$ cat config.mk
export PLATFORM = sky130hd
export DESIGN_NAME = road_strip_zipper_triangulator
export DESIGN_NICKNAME = d
export VERILOG_FILES = /design/src/rtl/rszt_pkg.sv /design/src/rtl/rszt_ctrl.sv /design/src/rtl/rszt_dp.sv /design/src/rtl/road_strip_zipper_triangulator.sv
export SDC_FILE = /design/constraint.sdc
export NUM_CORES = 1
export LEC_CHECK = 0
export ABC_AREA = 0
export BUFFER_PORTS_ARGS = -buffer_cell sky130_fd_sc_hd__buf_2
export CORE_MARGIN = 5
export CORE_UTILIZATION = 35
export CTS_BUF_LIST = sky130_fd_sc_hd__clkbuf_16
export CTS_CLUSTER_DIAMETER = 50
export DETAILED_ROUTE_END_ITERATION = 16
export PLACE_DENSITY_LB_ADDON = 0.15
export SYNTH_ARGS = -nofsm -noshare
export SYNTH_HDL_FRONTEND = slang
export SYNTH_SLANG_ARGS = --single-unit
$ cat constraint.sdc
create_clock -name i_clk -period 14.1 [get_ports i_clk]
set_clock_uncertainty 0.05 [all_clocks]
set_input_delay 1.41 -clock i_clk [delete_from_list [all_inputs] [get_ports i_clk]]
set_output_delay 1.41 -clock i_clk [all_outputs]
set_load 0.05 [all_outputs]
$ cat src/rtl/rszt_pkg.sv
// Shared types and constants of the road strip zipper triangulator.
`timescale 1ns / 1ps

package rszt_pkg;

    localparam int MAX_SIDE_SEGMENTS_DEF = 16;

    localparam int WIDTH_W   = 16;
    localparam int INDEX_W   = 32;
    localparam int CFG_IDX_W = 8;
    localparam int CFG_DAT_W = 32;

    localparam logic [WIDTH_W-1:0] DIVIDE_RESET = 16'd256;
    localparam logic [WIDTH_W-1:0] MIN_STEP     = 16'd3;
    localparam logic [WIDTH_W-1:0] TINY_WIDTH   = 16'd26;

    localparam logic [CFG_IDX_W-1:0] CFG_DIVIDE_LENGTH = 8'd0;
    localparam logic [CFG_IDX_W-1:0] CFG_BASE_INDEX    = 8'd1;

    typedef enum logic [2:0] {
        S_IDLE,
        S_COUNT,
        S_SETUP,
        S_LINIT,
        S_LEFT,
        S_RINIT,
        S_RIGHT,
        S_COMMIT
    } t_state;

    typedef struct packed {
        logic load;
        logic count;
        logic setup;
        logic band_init;
        logic band_right;
        logic emit;
        logic commit;
    } t_cmd;

    typedef struct packed {
        logic count_done;
        logic do_tri;
        logic band_done;
        logic out_free;
    } t_sts;

endpackage

$ cat src/rtl/rszt_ctrl.sv
// Sequencer of the road strip zipper triangulator: one row at a time.
`timescale 1ns / 1ps

module rszt_ctrl (
    input  logic           i_clk,
    input  logic           i_rst_n,
    input  logic           i_in_valid,
    output logic           o_in_ready,
    input  rszt_pkg::t_sts i_sts,
    output rszt_pkg::t_cmd o_cmd
);

    rszt_pkg::t_state r_state;
    rszt_pkg::t_state n_state;

    always_ff @(posedge i_clk) begin
        if (!i_rst_n) begin
            r_state <= rszt_pkg::S_IDLE;
        end else begin
            r_state <= n_state;
        end
    end

    always_comb begin
        n_state = r_state;
        case (r_state)
            rszt_pkg::S_IDLE: begin
                if (i_in_valid) n_state = rszt_pkg::S_COUNT;
            end
            rszt_pkg::S_COUNT: begin
                if (i_sts.count_done) n_state = rszt_pkg::S_SETUP;
            end
            rszt_pkg::S_SETUP: begin
                n_state = i_sts.do_tri ? rszt_pkg::S_LINIT : rszt_pkg::S_COMMIT;
            end
            rszt_pkg::S_LINIT: n_state = rszt_pkg::S_LEFT;
            rszt_pkg::S_LEFT: begin
                if (i_sts.band_done) n_state = rszt_pkg::S_RINIT;
            end
            rszt_pkg::S_RINIT: n_state = rszt_pkg::S_RIGHT;
            rszt_pkg::S_RIGHT: begin
                if (i_sts.band_done) n_state = rszt_pkg::S_COMMIT;
            end
            rszt_pkg::S_COMMIT: n_state = rszt_pkg::S_IDLE;
            default: n_state = rszt_pkg::S_IDLE;
        endcase
    end

    always_comb begin
        o_in_ready       = 1'b0;
        o_cmd            = '0;
        case (r_state)
            rszt_pkg::S_IDLE: begin
                o_in_ready = 1'b1;
                o_cmd.load = i_in_valid;
            end
            rszt_pkg::S_COUNT: o_cmd.count = 1'b1;
            rszt_pkg::S_SETUP: o_cmd.setup = 1'b1;
            rszt_pkg::S_LINIT: o_cmd.band_init = 1'b1;
            rszt_pkg::S_LEFT: begin
                o_cmd.emit = !i_sts.band_done && i_sts.out_free;
            end
            rszt_pkg::S_RINIT: begin
                o_cmd.band_init  = 1'b1;
                o_cmd.band_right = 1'b1;
            end
            rszt_pkg::S_RIGHT: begin
                o_cmd.band_right = 1'b1;
                o_cmd.emit       = !i_sts.band_done && i_sts.out_free;
            end
            rszt_pkg::S_COMMIT: o_cmd.commit = 1'b1;
            default: o_cmd = '0;
        endcase
    end

endmodule

$ cat src/rtl/rszt_dp.sv
// Datapath of the road strip zipper triangulator: counts, row state and band merge.
`timescale 1ns / 1ps

module rszt_dp #(
    parameter int MAX_SIDE_SEGMENTS = rszt_pkg::MAX_SIDE_SEGMENTS_DEF
) (
    input  logic                               i_clk,
    input  logic                               i_rst_n,
    input  logic                               i_cfg_valid,
    input  logic [rszt_pkg::CFG_IDX_W-1:0]     i_cfg_index,
    input  logic [rszt_pkg::CFG_DAT_W-1:0]     i_cfg_data,
    input  logic [rszt_pkg::WIDTH_W-1:0]       i_left_width,
    input  logic [rszt_pkg::WIDTH_W-1:0]       i_right_width,
    input  logic                               i_start_road,
    input  rszt_pkg::t_cmd                     i_cmd,
    output rszt_pkg::t_sts                     o_sts,
    input  logic                               i_out_ready,
    output logic                               o_out_valid,
    output logic [rszt_pkg::INDEX_W-1:0]       o_vertex_a,
    output logic [rszt_pkg::INDEX_W-1:0]       o_vertex_b,
    output logic [rszt_pkg::INDEX_W-1:0]       o_vertex_c,
    output logic                               o_last_triangle
);

    localparam int WW = rszt_pkg::WIDTH_W;
    localparam int IW = rszt_pkg::INDEX_W;
    localparam int CW = $clog2(MAX_SIDE_SEGMENTS + 1);
    // Holds (count + 1) * step for any count up to the maximum.
    localparam int OW = WW + $clog2(MAX_SIDE_SEGMENTS + 2);
    localparam logic [CW-1:0] CNT_MAX = CW'(MAX_SIDE_SEGMENTS);

    logic [WW-1:0] r_divide_length;
    logic [IW-1:0] r_base_index;

    logic [WW-1:0] r_lw_in;
    logic [WW-1:0] r_rw_in;
    logic          r_start;
    logic [OW-1:0] r_lacc;
    logic [OW-1:0] r_racc;
    logic [CW-1:0] r_lcnt;
    logic [CW-1:0] r_rcnt;

    logic [IW-1:0] r_cur;
    logic [IW-1:0] r_pa;
    logic [IW-1:0] r_pb;
    logic [CW-1:0] r_i0;
    logic [CW-1:0] r_i1;
    logic [OW-1:0] r_off0;
    logic [OW-1:0] r_off1;

    logic          r_have_prev;
    logic [IW-1:0] r_prev_start;
    logic [WW-1:0] r_prev_lw;
    logic [WW-1:0] r_prev_rw;
    logic [CW-1:0] r_prev_lc;
    logic [CW-1:0] r_prev_rc;

    logic          r_ovalid;
    logic [IW-1:0] r_ova;
    logic [IW-1:0] r_ovb;
    logic [IW-1:0] r_ovc;
    logic          r_olast;

    logic [WW-1:0] w_step;
    logic [OW-1:0] w_step_ext;
    logic          w_ldone;
    logic          w_rdone;
    logic [WW-1:0] w_lw_eff;
    logic [WW-1:0] w_rw_eff;
    logic          w_zero_row;

    logic [CW-1:0] w_cnt0;
    logic [CW-1:0] w_cnt1;
    logic [WW-1:0] w_w0;
    logic [WW-1:0] w_w1;
    logic [OW-1:0] w_m0;
    logic [OW-1:0] w_m1;
    logic          w_ex0;
    logic          w_ex1;
    logic          w_take0;
    logic [IW-1:0] w_pa_nx;
    logic [IW-1:0] w_pb_nx;
    logic [CW-1:0] w_i0_nx;
    logic [CW-1:0] w_i1_nx;
    logic          w_right_empty;
    logic          w_last;

    assign w_step     = (r_divide_length < rszt_pkg::MIN_STEP) ? rszt_pkg::MIN_STEP
                                                               : r_divide_length;
    assign w_step_ext = OW'(w_step);
    assign w_zero_row = (i_left_width == '0) && (i_right_width == '0);

    // A side stops at the first multiple of the step that reaches its width,
    // or at the segment limit, where the width is clamped to the accumulator.
    assign w_ldone  = (r_lcnt == CNT_MAX) || (r_lacc >= OW'(r_lw_in));
    assign w_rdone  = (r_rcnt == CNT_MAX) || (r_racc >= OW'(r_rw_in));
    assign w_lw_eff = (r_lacc < OW'(r_lw_in)) ? r_lacc[WW-1:0] : r_lw_in;
    assign w_rw_eff = (r_racc < OW'(r_rw_in)) ? r_racc[WW-1:0] : r_rw_in;

    assign w_cnt0 = i_cmd.band_right ? r_prev_rc : r_prev_lc;
    assign w_w0   = i_cmd.band_right ? r_prev_rw : r_prev_lw;
    assign w_cnt1 = i_cmd.band_right ? r_rcnt    : r_lcnt;
    assign w_w1   = i_cmd.band_right ? w_rw_eff  : w_lw_eff;

    assign w_m0    = (r_off0 < OW'(w_w0)) ? r_off0 : OW'(w_w0);
    assign w_m1    = (r_off1 < OW'(w_w1)) ? r_off1 : OW'(w_w1);
    assign w_ex0   = r_i0 >= w_cnt0;
    assign w_ex1   = r_i1 >= w_cnt1;
    // On a tie the previous row advances first.
    assign w_take0 = !w_ex0 && (w_ex1 || (w_m0 <= w_m1));

    assign w_pa_nx = i_cmd.band_right ? r_pa + 32'd1 : r_pa - 32'd1;
    assign w_pb_nx = i_cmd.band_right ? r_pb + 32'd1 : r_pb - 32'd1;
    assign w_i0_nx = r_i0 + CW'(w_take0);
    assign w_i1_nx = r_i1 + CW'(!w_take0);

    assign w_right_empty = (r_prev_rc == '0) && (r_rcnt == '0);
    assign w_last = (w_i0_nx >= w_cnt0) && (w_i1_nx >= w_cnt1)
                    && (i_cmd.band_right || w_right_empty);

    always_ff @(posedge i_clk) begin
        if (!i_rst_n) begin
            r_divide_length <= rszt_pkg::DIVIDE_RESET;
            r_base_index    <= '0;
        end else if (i_cfg_valid) begin
            case (i_cfg_index)
                rszt_pkg::CFG_DIVIDE_LENGTH: r_divide_length <= i_cfg_data[WW-1:0];
                rszt_pkg::CFG_BASE_INDEX:    r_base_index    <= i_cfg_data[IW-1:0];
                default: ;
            endcase
        end
    end

    always_ff @(posedge i_clk) begin
        if (i_cmd.load) begin
            r_lw_in <= w_zero_row ? rszt_pkg::TINY_WIDTH : i_left_width;
            r_rw_in <= w_zero_row ? rszt_pkg::TINY_WIDTH : i_right_width;
            r_start <= i_start_road;
            r_lacc  <= '0;
            r_racc  <= '0;
            r_lcnt  <= '0;
            r_rcnt  <= '0;
        end else if (i_cmd.count) begin
            if (!w_ldone) begin
                r_lacc <= r_lacc + w_step_ext;
                r_lcnt <= r_lcnt + CW'(1);
            end
            if (!w_rdone) begin
                r_racc <= r_racc + w_step_ext;
                r_rcnt <= r_rcnt + CW'(1);
            end
        end
    end

    always_ff @(posedge i_clk) begin
        if (i_cmd.setup) begin
            r_cur <= r_have_prev
                     ? r_prev_start + IW'(r_prev_lc) + IW'(r_prev_rc) + 32'd1
                     : r_base_index;
        end
        if (i_cmd.band_init) begin
            r_pa   <= r_prev_start + IW'(r_prev_lc);
            r_pb   <= r_cur + IW'(r_lcnt);
            r_i0   <= '0;
            r_i1   <= '0;
            r_off0 <= w_step_ext;
            r_off1 <= w_step_ext;
        end else if (i_cmd.emit) begin
            if (w_take0) begin
                r_pa   <= w_pa_nx;
                r_i0   <= w_i0_nx;
                r_off0 <= r_off0 + w_step_ext;
            end else begin
                r_pb   <= w_pb_nx;
                r_i1   <= w_i1_nx;
                r_off1 <= r_off1 + w_step_ext;
            end
        end
    end

    always_ff @(posedge i_clk) begin
        if (!i_rst_n) begin
            r_have_prev <= 1'b0;
        end else if (i_cmd.commit) begin
            r_have_prev <= 1'b1;
        end
    end

    always_ff @(posedge i_clk) begin
        if (i_cmd.commit) begin
            r_prev_start <= r_cur;
            r_prev_lw    <= w_lw_eff;
            r_prev_rw    <= w_rw_eff;
            r_prev_lc    <= r_lcnt;
            r_prev_rc    <= r_rcnt;
        end
    end

    always_ff @(posedge i_clk) begin
        if (!i_rst_n) begin
            r_ovalid <= 1'b0;
        end else if (i_cmd.emit) begin
            r_ovalid <= 1'b1;
        end else if (i_out_ready) begin
            r_ovalid <= 1'b0;
        end
    end

    always_ff @(posedge i_clk) begin
        if (i_cmd.emit) begin
            r_ova   <= r_pa;
            r_ovb   <= r_pb;
            r_ovc   <= w_take0 ? w_pa_nx : w_pb_nx;
            r_olast <= w_last;
        end
    end

    assign o_sts.count_done = w_ldone && w_rdone;
    assign o_sts.do_tri     = r_have_prev && !r_start;
    assign o_sts.band_done  = w_ex0 && w_ex1;
    assign o_sts.out_free   = !r_ovalid || i_out_ready;

    assign o_out_valid     = r_ovalid;
    assign o_vertex_a      = r_ova;
    assign o_vertex_b      = r_ovb;
    assign o_vertex_c      = r_ovc;
    assign o_last_triangle = r_olast;

endmodule

$ cat src/rtl/road_strip_zipper_triangulator.sv
// Top level of the road strip zipper triangulator.
//
//  channel   direction  handshake                  payload
//  s_axis    in         i_s_axis_tvalid/o_..tready tdata: left, right width; tuser: start
//  m_axis    out        o_m_axis_tvalid/i_..tready tdata: vertex a, b, c; tlast: last tri
//  cfg       in         i_cfg_valid/o_cfg_ready    i_cfg_index, i_cfg_data
//
// One row is taken at a time. A row passes through the segment counter (both sides in
// parallel), then setup, band turnaround and commit, and returns to idle to take the
// next row. The merge emits one triangle per cycle while the output register is free,
// at most 4 * MAX_SIDE_SEGMENTS triangles per row.
// The output register paces the triangles, so a stalled m_axis holds the merge in place.
// Reset is synchronous and active low and needs no clearing pass.
`timescale 1ns / 1ps

module road_strip_zipper_triangulator #(
    parameter int MAX_SIDE_SEGMENTS = rszt_pkg::MAX_SIDE_SEGMENTS_DEF
) (
    input  logic                           i_clk,
    input  logic                           i_rst_n,
    input  logic                           i_s_axis_tvalid,
    output logic                           o_s_axis_tready,
    // [15:0] left_width, [31:16] right_width
    input  logic [31:0]                    i_s_axis_tdata,
    // [0] start_road
    input  logic                           i_s_axis_tuser,
    output logic                           o_m_axis_tvalid,
    input  logic                           i_m_axis_tready,
    // [31:0] vertex_a, [63:32] vertex_b, [95:64] vertex_c
    output logic [95:0]                    o_m_axis_tdata,
    output logic                           o_m_axis_tlast,
    input  logic                           i_cfg_valid,
    output logic                           o_cfg_ready,
    input  logic [rszt_pkg::CFG_IDX_W-1:0] i_cfg_index,
    input  logic [rszt_pkg::CFG_DAT_W-1:0] i_cfg_data
);

    rszt_pkg::t_cmd w_cmd;
    rszt_pkg::t_sts w_sts;

    assign o_cfg_ready = 1'b1;

    rszt_ctrl u_ctrl (
        .i_clk      (i_clk),
        .i_rst_n    (i_rst_n),
        .i_in_valid (i_s_axis_tvalid),
        .o_in_ready (o_s_axis_tready),
        .i_sts      (w_sts),
        .o_cmd      (w_cmd)
    );

    rszt_dp #(
        .MAX_SIDE_SEGMENTS (MAX_SIDE_SEGMENTS)
    ) u_dp (
        .i_clk           (i_clk),
        .i_rst_n         (i_rst_n),
        .i_cfg_valid     (i_cfg_valid),
        .i_cfg_index     (i_cfg_index),
        .i_cfg_data      (i_cfg_data),
        .i_left_width    (i_s_axis_tdata[15:0]),
        .i_right_width   (i_s_axis_tdata[31:16]),
        .i_start_road    (i_s_axis_tuser),
        .i_cmd           (w_cmd),
        .o_sts           (w_sts),
        .i_out_ready     (i_m_axis_tready),
        .o_out_valid     (o_m_axis_tvalid),
        .o_vertex_a      (o_m_axis_tdata[31:0]),
        .o_vertex_b      (o_m_axis_tdata[63:32]),
        .o_vertex_c      (o_m_axis_tdata[95:64]),
        .o_last_triangle (o_m_axis_tlast)
    );

endmodule

# Word-level counts from Yosys, hierarchy flattened
# Cells that the tools add are included.
dict set report totals {
  reg_bits 457
  inputBits 78
  output_inout_bits 100
  word_cells 157
}
dict set report op_classes {
  add_sub_neg 16
  magnitude_cmp 12
  n_eq_ne 15
  muxes 41
  bitwise_logic 3
  n_reduce_logical 40
}
# op n
set ops {}
lappend ops {{32-bit 2-to-1 mux} 10}
lappend ops {{16-bit 2-to-1 mux} 11}
lappend ops {{32-bit by 1-bit adder with 32-bit output (second input constant)} 3}
lappend ops {{32-bit by 5-bit adder with 32-bit output} 3}
lappend ops {{21-bit by 16-bit adder with 21-bit output} 4}
lappend ops {{21-bit by 16-bit less-than comparator with 1-bit output} 4}
lappend ops {{32-bit by 1-bit subtractor with 32-bit output (second input constant)} 2}
lappend ops {{21-bit by 16-bit >= comparator with 1-bit output} 2}
lappend ops {{21-bit 2-to-1 mux} 2}
lappend ops {{16-bit zero test} 2}
lappend ops {{3-bit one-hot mux with 8 select lines} 1}
lappend ops {{21-bit <= comparator} 1}
lappend ops {{5-bit >= comparator} 4}
lappend ops {{16-bit by 2-bit less-than comparator with 1-bit output (second input constant)} 1}
lappend ops {{2-bit AND reduction} 8}
lappend ops {{3-bit 2-to-1 mux} 5}
lappend ops {{3-bit == test (second input constant)} 4}
lappend ops {{5-bit by 1-bit adder with 5-bit output} 2}
lappend ops {{5-bit by 1-bit adder with 5-bit output (second input constant)} 2}
lappend ops {{5-bit == test (second input constant)} 2}
lappend ops {{5-bit zero test} 2}
lappend ops {{1-bit 2-to-1 mux} 10}
lappend ops {{5-bit 2-to-1 mux} 2}
lappend ops {{1-bit logical AND} 9}
lappend ops {{13 further kinds} 31}

# Longest topological paths before layout
dict set report depth {
  word_depth 14
  depth_mapped 47
  depth_no_buf 41
}

# Hierarchy
# Synthesis repeated with hierarchy kept, for this count alone.
dict set report hier_totals {
  hier_cells 2811
  area_unflattened_um2 28378.5
}
# module instances cells_per_inst area_per_inst_um2 seq_area_each_um2
set by_module_without_submodules {}
lappend by_module_without_submodules {rszt_dp 1 2782 28153.3 12411.9}
lappend by_module_without_submodules {rszt_ctrl 1 27 214.0 60.1}
lappend by_module_without_submodules {road_strip_zipper_triangulator 1 2 11.3 0.0}

# Worst setup path before layout
# Ideal clock, no wire load.
dict set report synth_timing {
  kind {register -> register}
  start {reg u_dp.r_rw_in[3]}
  end {reg u_dp.r_off1[0], enable pin}
  setup_time_ns 0.520
  arrival_ns 9.890
  required_ns 13.530
  slack_ns 3.640
  path_stages_with_launch 33
  path_buffers 4
  period_less_slack_ns 10.460
  cell_sequence {edfxtp_1 -> inv_1 -> ha_1 -> a21o_1 -> a21oi_1 -> a21oi_1 -> a211o_1 -> a21oi_1 -> clkbuf_1 -> mux2i_1 -> nand2_1 -> o21ai_0 -> ha_1 -> a21oi_1 -> nor2b_1 -> o21ai_0 -> nand2b_1 -> a2111oi_0 -> o211ai_1 -> o31ai_2 -> buf_2 -> mux2_2 -> ha_1 -> nor2b_1 -> o21a_1 -> o21a_1 -> o21ai_0 -> nand3b_1 -> a311oi_1 -> or2_2 -> clkbuf_1 -> buf_1 -> o21ai_0}
}
dict set report synth_via {
  elab_chain_len 10
}
# item line_no
set synth_lines {}
lappend synth_lines {{from (decl)} rszt_dp.sv:36} ;# logic [WW-1:0] r_rw_in;
lappend synth_lines {{from (signal assigned)} rszt_dp.sv:137} ;# r_rw_in <= w_zero_row ? rszt_pkg::TINY_WIDTH : i_right_width;
lappend synth_lines {{21-bit by 16-bit less-than comparator with 1-bit output} rszt_dp.sv:98} ;# assign w_rw_eff = (r_racc < OW'(r_rw_in)) ? r_racc[WW-1:0] : r_rw_in;
lappend synth_lines {{16-bit 2-to-1 mux (*)} rszt_dp.sv:98}
lappend synth_lines {{16-bit 2-to-1 mux (*)} rszt_dp.sv:103} ;# assign w_w1 = i_cmd.band_right ? w_rw_eff : w_lw_eff;
lappend synth_lines {{21-bit by 16-bit less-than comparator with 1-bit output} rszt_dp.sv:106} ;# assign w_m1 = (r_off1 < OW'(w_w1)) ? r_off1 : OW'(w_w1);
lappend synth_lines {{21-bit 2-to-1 mux (*)} rszt_dp.sv:106}
lappend synth_lines {{21-bit <= comparator (*)} rszt_dp.sv:110} ;# assign w_take0 = !w_ex0 && (w_ex1 || (w_m0 <= w_m1));
lappend synth_lines {{1-bit logical OR (*)} rszt_dp.sv:110}
lappend synth_lines {{1-bit logical AND (*)} rszt_dp.sv:110}
lappend synth_lines {{2-bit != test (no source line) (*)} n/a}
lappend synth_lines {{2-bit AND reduction (no source line) (*)} n/a}
lappend synth_lines {{to (signal assigned)} rszt_dp.sv:167} ;# r_off1 <= w_step_ext;
lappend synth_lines {{to (signal assigned)} rszt_dp.sv:176} ;# r_off1 <= r_off1 + w_step_ext;
lappend synth_lines {{to (decl)} rszt_dp.sv:49} ;# logic [OW-1:0] r_off1;
# Every way passes the cells marked *; elsewhere a longest branch is shown, timed or not.
# A chain may end at the register's enable or synchronous reset.

# Worst setup path in the final report
dict set report layout_timing {
  start {reg u_dp.r_lacc[16]}
  end {reg u_dp.r_olast (netlist: u_dp.o_last_triangle), data pin}
}
dict set report layout_via {
  elab_chain_len 13
  word_cells_on_any_way 15
  cone_classes {2 x add/sub; 5 x order compare; 3 x mux; 5 x reduce/logical}
}
# item line_no
set layout_lines {}
lappend layout_lines {{from (decl)} rszt_dp.sv:38} ;# logic [OW-1:0] r_lacc;
lappend layout_lines {{from (signal assigned)} rszt_dp.sv:145} ;# r_lacc <= r_lacc + w_step_ext;
lappend layout_lines {{21-bit by 16-bit less-than comparator with 1-bit output (*)} rszt_dp.sv:97} ;# assign w_lw_eff = (r_lacc < OW'(r_lw_in)) ? r_lacc[WW-1:0] : r_lw_in;
lappend layout_lines {{16-bit 2-to-1 mux (*)} rszt_dp.sv:97}
lappend layout_lines {{named net u_dp.w_lw_eff[12]} rszt_dp.sv:68} ;# logic [WW-1:0] w_lw_eff;
lappend layout_lines {{16-bit 2-to-1 mux (*)} rszt_dp.sv:103}
lappend layout_lines {{21-bit by 16-bit less-than comparator with 1-bit output} rszt_dp.sv:106}
lappend layout_lines {{21-bit 2-to-1 mux (*)} rszt_dp.sv:106}
lappend layout_lines {{21-bit <= comparator (*)} rszt_dp.sv:110}
lappend layout_lines {{1-bit logical OR (*)} rszt_dp.sv:110}
lappend layout_lines {{1-bit logical AND (*)} rszt_dp.sv:110}
lappend layout_lines {{1-bit zero test (*)} rszt_dp.sv:115} ;# assign w_i1_nx = r_i1 + CW'(!w_take0);
lappend layout_lines {{5-bit by 1-bit adder with 5-bit output (*)} rszt_dp.sv:115}
lappend layout_lines {{named net u_dp.w_i1_nx[1]} rszt_dp.sv:84} ;# logic [CW-1:0] w_i1_nx;
lappend layout_lines {{5-bit >= comparator (*)} rszt_dp.sv:118} ;# assign w_last = (w_i0_nx >= w_cnt0) && (w_i1_nx >= w_cnt1)
lappend layout_lines {{1-bit logical AND (*)} rszt_dp.sv:118}
lappend layout_lines {{1-bit logical AND (*)} rszt_dp.sv:119} ;# && (i_cmd.band_right || w_right_empty);
lappend layout_lines {{named net u_dp.w_last} rszt_dp.sv:86} ;# logic w_last;
lappend layout_lines {{to (signal assigned)} rszt_dp.sv:214} ;# r_olast <= w_last;
lappend layout_lines {{to (decl)} rszt_dp.sv:62} ;# logic r_olast;
# Mark *: on every way through the listed nets, which the timed path passes. The rest lies on a longest branch.

==> metrics.cfg <==
[outcome]
status=complete, no violations

[logic_synthesis]
syn_area_per_cell_um2=10.10
ys_warn_count=0
yosys-mux-area-fraction_pct=6.712
synth_top_family_by_area=simple AND/OR/NAND/NOR gates
synth_fa_ha_area_share_pct=11.74
synth_edf_count=332
ys_types=84
synthSimpleGateAreaFrac_pct=13.81
synth_top_area_share_pct=34.84
synth-xor-area-share_pct=6.760
ys_seq_elements=457
async_reset_ff_share_pct=0
synth_compound_area_share_pct=13.60
syn_inst=2834
synth_ff_type=edfxtp_1
synth.area.top_cells=edfxtp_1 35%, ha_1 11%, dfxtp_1 8.7%, mux2i_1 4.7%, xnor2_1 3.8%
synthesis.area_mm2=0.02862
ys_seq_area_share_pct=43.58
synth_top_area_cell=edfxtp_1

[floorplan]
initial_core_util_pct=35.41
rows=104
die_y_um=295.9
die-area_mm2=0.08758
io_pins=178
die_w_um=295.9
coreArea_mm2=0.08081

[global_route]
grtUsageMet3_pct=2.621
grt-busiest-layer=met2
grt_use_met2_pct=30.59
grt_max_degree=76
antenna_found_initial=7
overflow=0
grt_pass1_vias=21970
gr-usage-met1_pct=23.44
grt_usage_pct=18.04
grt_pass1_wl_um=124100

[timing]
hold_viol=0
hold_ws_ns=0.4011
fin_crit_ns=10.22
layout_setup_ws_ns=3.879
fmax_mhz=97.84
tns_ns=0
rsz0062_at_grt=no
relSlewSlack_pct=23.51
setup-violations-final=0
period_share_pct=72.49
maxSlewViolCount=0
tightest_slew_ns=1.147

[final_layout]
fin_nets=3338
n_fill_cell=7865
multi_input_area_mm2=0.01514
final_cells=4125
final_cell_mix=332 x edfxtp_1, 254 x ha_1, 242 x nand2_1
synthToLayoutAreaGrowth_pct=15.82
postLayoutCoreUtil_pct=41.02
design_area_mm2=0.03314
drive_gt1_share_pct=13.80
final_common_cell=edfxtp_1
register_area_mm2=0.01247

[routing]
drt_iter0_drc=1117
wl_per_cell_um=19.53
via_per_inst=5.231
drt_first_pass_iters=8
route.detailed.drc=0
num_vias=21580
wl_um=80560
postRouteAntennaNets=0

[cts]
htreeDepth=3
cts_made_buffers=74
path_clk_slew_ns=0.05
cts_max_path_buffers=3
cts-root-buf=clkbuf_16
cts_setup_buffers=0
cts_tree=built
clock-sinks=457
clock_latency_ns=0.62
cts.repair.resized=0
cts.hold.buffers_added=0

[setup_path]
critical_path_buf_inv_count=5
cp_max_fo=39
rr_endpoint=u_dp.o_last_triangle
cp.arrival_ns=10.54
endpoint_kind=register
path_delay_family=compound AO/OA/AOI/OAI gates
crit_type=reg2reg
max_stage_delay_ns=0.90
rrSetupSlack_ns=3.88
worstReg2RegStart=u_dp.r_lacc[16]
r2r_cells=37
crit_top_cell=ha_1
worstPathRequired_ns=14.42
cpMaxStageDelayCell=o211a_1
start_kind=register

[power_and_ir_drop]
p_int_mw=3.298
power_frac_seq_pct=36.2
p_switching_mw=1.635
p_leak_nw=13.82
p_per_area_mw_per_mm2=148.8
power_frac_comb_pct=26.5
finalPower_mw=4.933
pwr-share-clk_pct=37.2
ir_drop_v=0.0001044
p_sw_share_pct=33.14

[worst_hold_path]
worstHoldPathType=reg2reg
whs_path_depth=1
holdPathEnd=u_dp.r_lacc[17]
holdCritStartpoint=u_dp.r_lacc[17]

[placed_design]
dpl.hpwl_um=62190
portBuffers=176
place_area_mm2=0.03061
place_inst=3981
place_congestion=0.8830
dpl_worst_slack_ns=3.753

[flow_run]
drv_cap=0

## how the worst max path moves through the flow
stage                           from                   end  slack, ns  cells past startpoint
global route        u_dp.r_lw_in[14]  u_dp.o_last_triangle       3.08                     39
floorplan            u_dp.r_rw_in[3]        u_dp.r_off1[0]       3.64                     32
CTS                  u_dp.r_lacc[16]  u_dp.o_last_triangle       3.76                     37
finish               u_dp.r_lacc[16]  u_dp.o_last_triangle       3.88                     37
detailed placement   u_dp.r_lacc[16]  u_dp.o_last_triangle       3.75                     37
global placement     u_dp.r_lacc[16]  u_dp.o_last_triangle       3.96                     37
## state kept, by name (all words and copies together) (netlist names), 16 cells and up
| name | flops |
|---|---|
| u_dp.o_vertex_a | 32 |
| u_dp.o_vertex_b | 32 |
| u_dp.o_vertex_c | 32 |
| u_dp.r_base_index | 32 |
| u_dp.r_cur | 32 |
| u_dp.r_divide_length | 16 |
| u_dp.r_lacc | 21 |
| u_dp.r_lw_in | 16 |
| u_dp.r_off0 | 21 |
| u_dp.r_off1 | 21 |
| u_dp.r_pa | 32 |
| u_dp.r_pb | 32 |
| u_dp.r_prev_lw | 16 |
| u_dp.r_prev_rw | 16 |
| u_dp.r_prev_start | 32 |
| u_dp.r_racc | 21 |
| u_dp.r_rw_in | 16 |
## synth_stat cells (11+ instances only)
library cell and n:
a2111oi_0 16, a211oi_1 16, a21boi_0 36, a21o_1 82
a21oi_1 169, a31oi_1 15, and2_1 14, and3_1 22
clkbuf_1 103, dfxtp_1 125, edfxtp_1 332, ha_1 254
inv_1 158, mux2_2 49, mux2i_1 133, nand2_1 243
nand2b_1 37, nand3_1 50, nand4_1 37, nor2_1 213
nor2b_1 50, nor3_1 40, nor4_1 32, o211ai_1 12
o21a_1 30, o21ai_0 156, o21bai_1 17, o31ai_1 11
or2_2 14, or3_1 14, xnor2_1 125, xor2_1 94
## cell families after synthesis
family                     after synthesis
AOI/OAI and AO/OA                      617
xor gates and xnor gates               220
adders and majority gates              263
buffers and inverters                  282
DFF                                    457
muxes                                  185
other                                    2
and+or+nand+nor                        808
## power groups by stage
stage / clock [mW] / sequential (mW) / combinational (mW)
CTS: 1.88 / 1.79 / 1.32
detailed placement: 0 / 1.81 / 1.32
global placement: 0 / 1.81 / 1.29
floorplan: 0 / 1.83 / 0.897
finish: 1.84 / 1.79 / 1.31
global route: 1.94 / 1.80 / 1.47
## routing by layer
| layer | wire (um) | vias up |
|---|---|---|
| li1 | - | 10630 |
| met1 | 35890 | 10230 |
| met2 | 37750 | 559 |
| met3 | 3926 | 157 |
| met4 | 2999 | 0 |
| met5 | 0 | - |
## cell type report
cell class	count	share of cell area, %
multi-input cells	2104	45.69
flip-flops and latches	457	37.63
clock buffers	79	5.965
well taps	1060	4.002
repair buffers	200	3.201
inverters	160	1.823
clock inverters	57	1.627
diodes	8	0.06040
(Power assumes the default switching activity.)
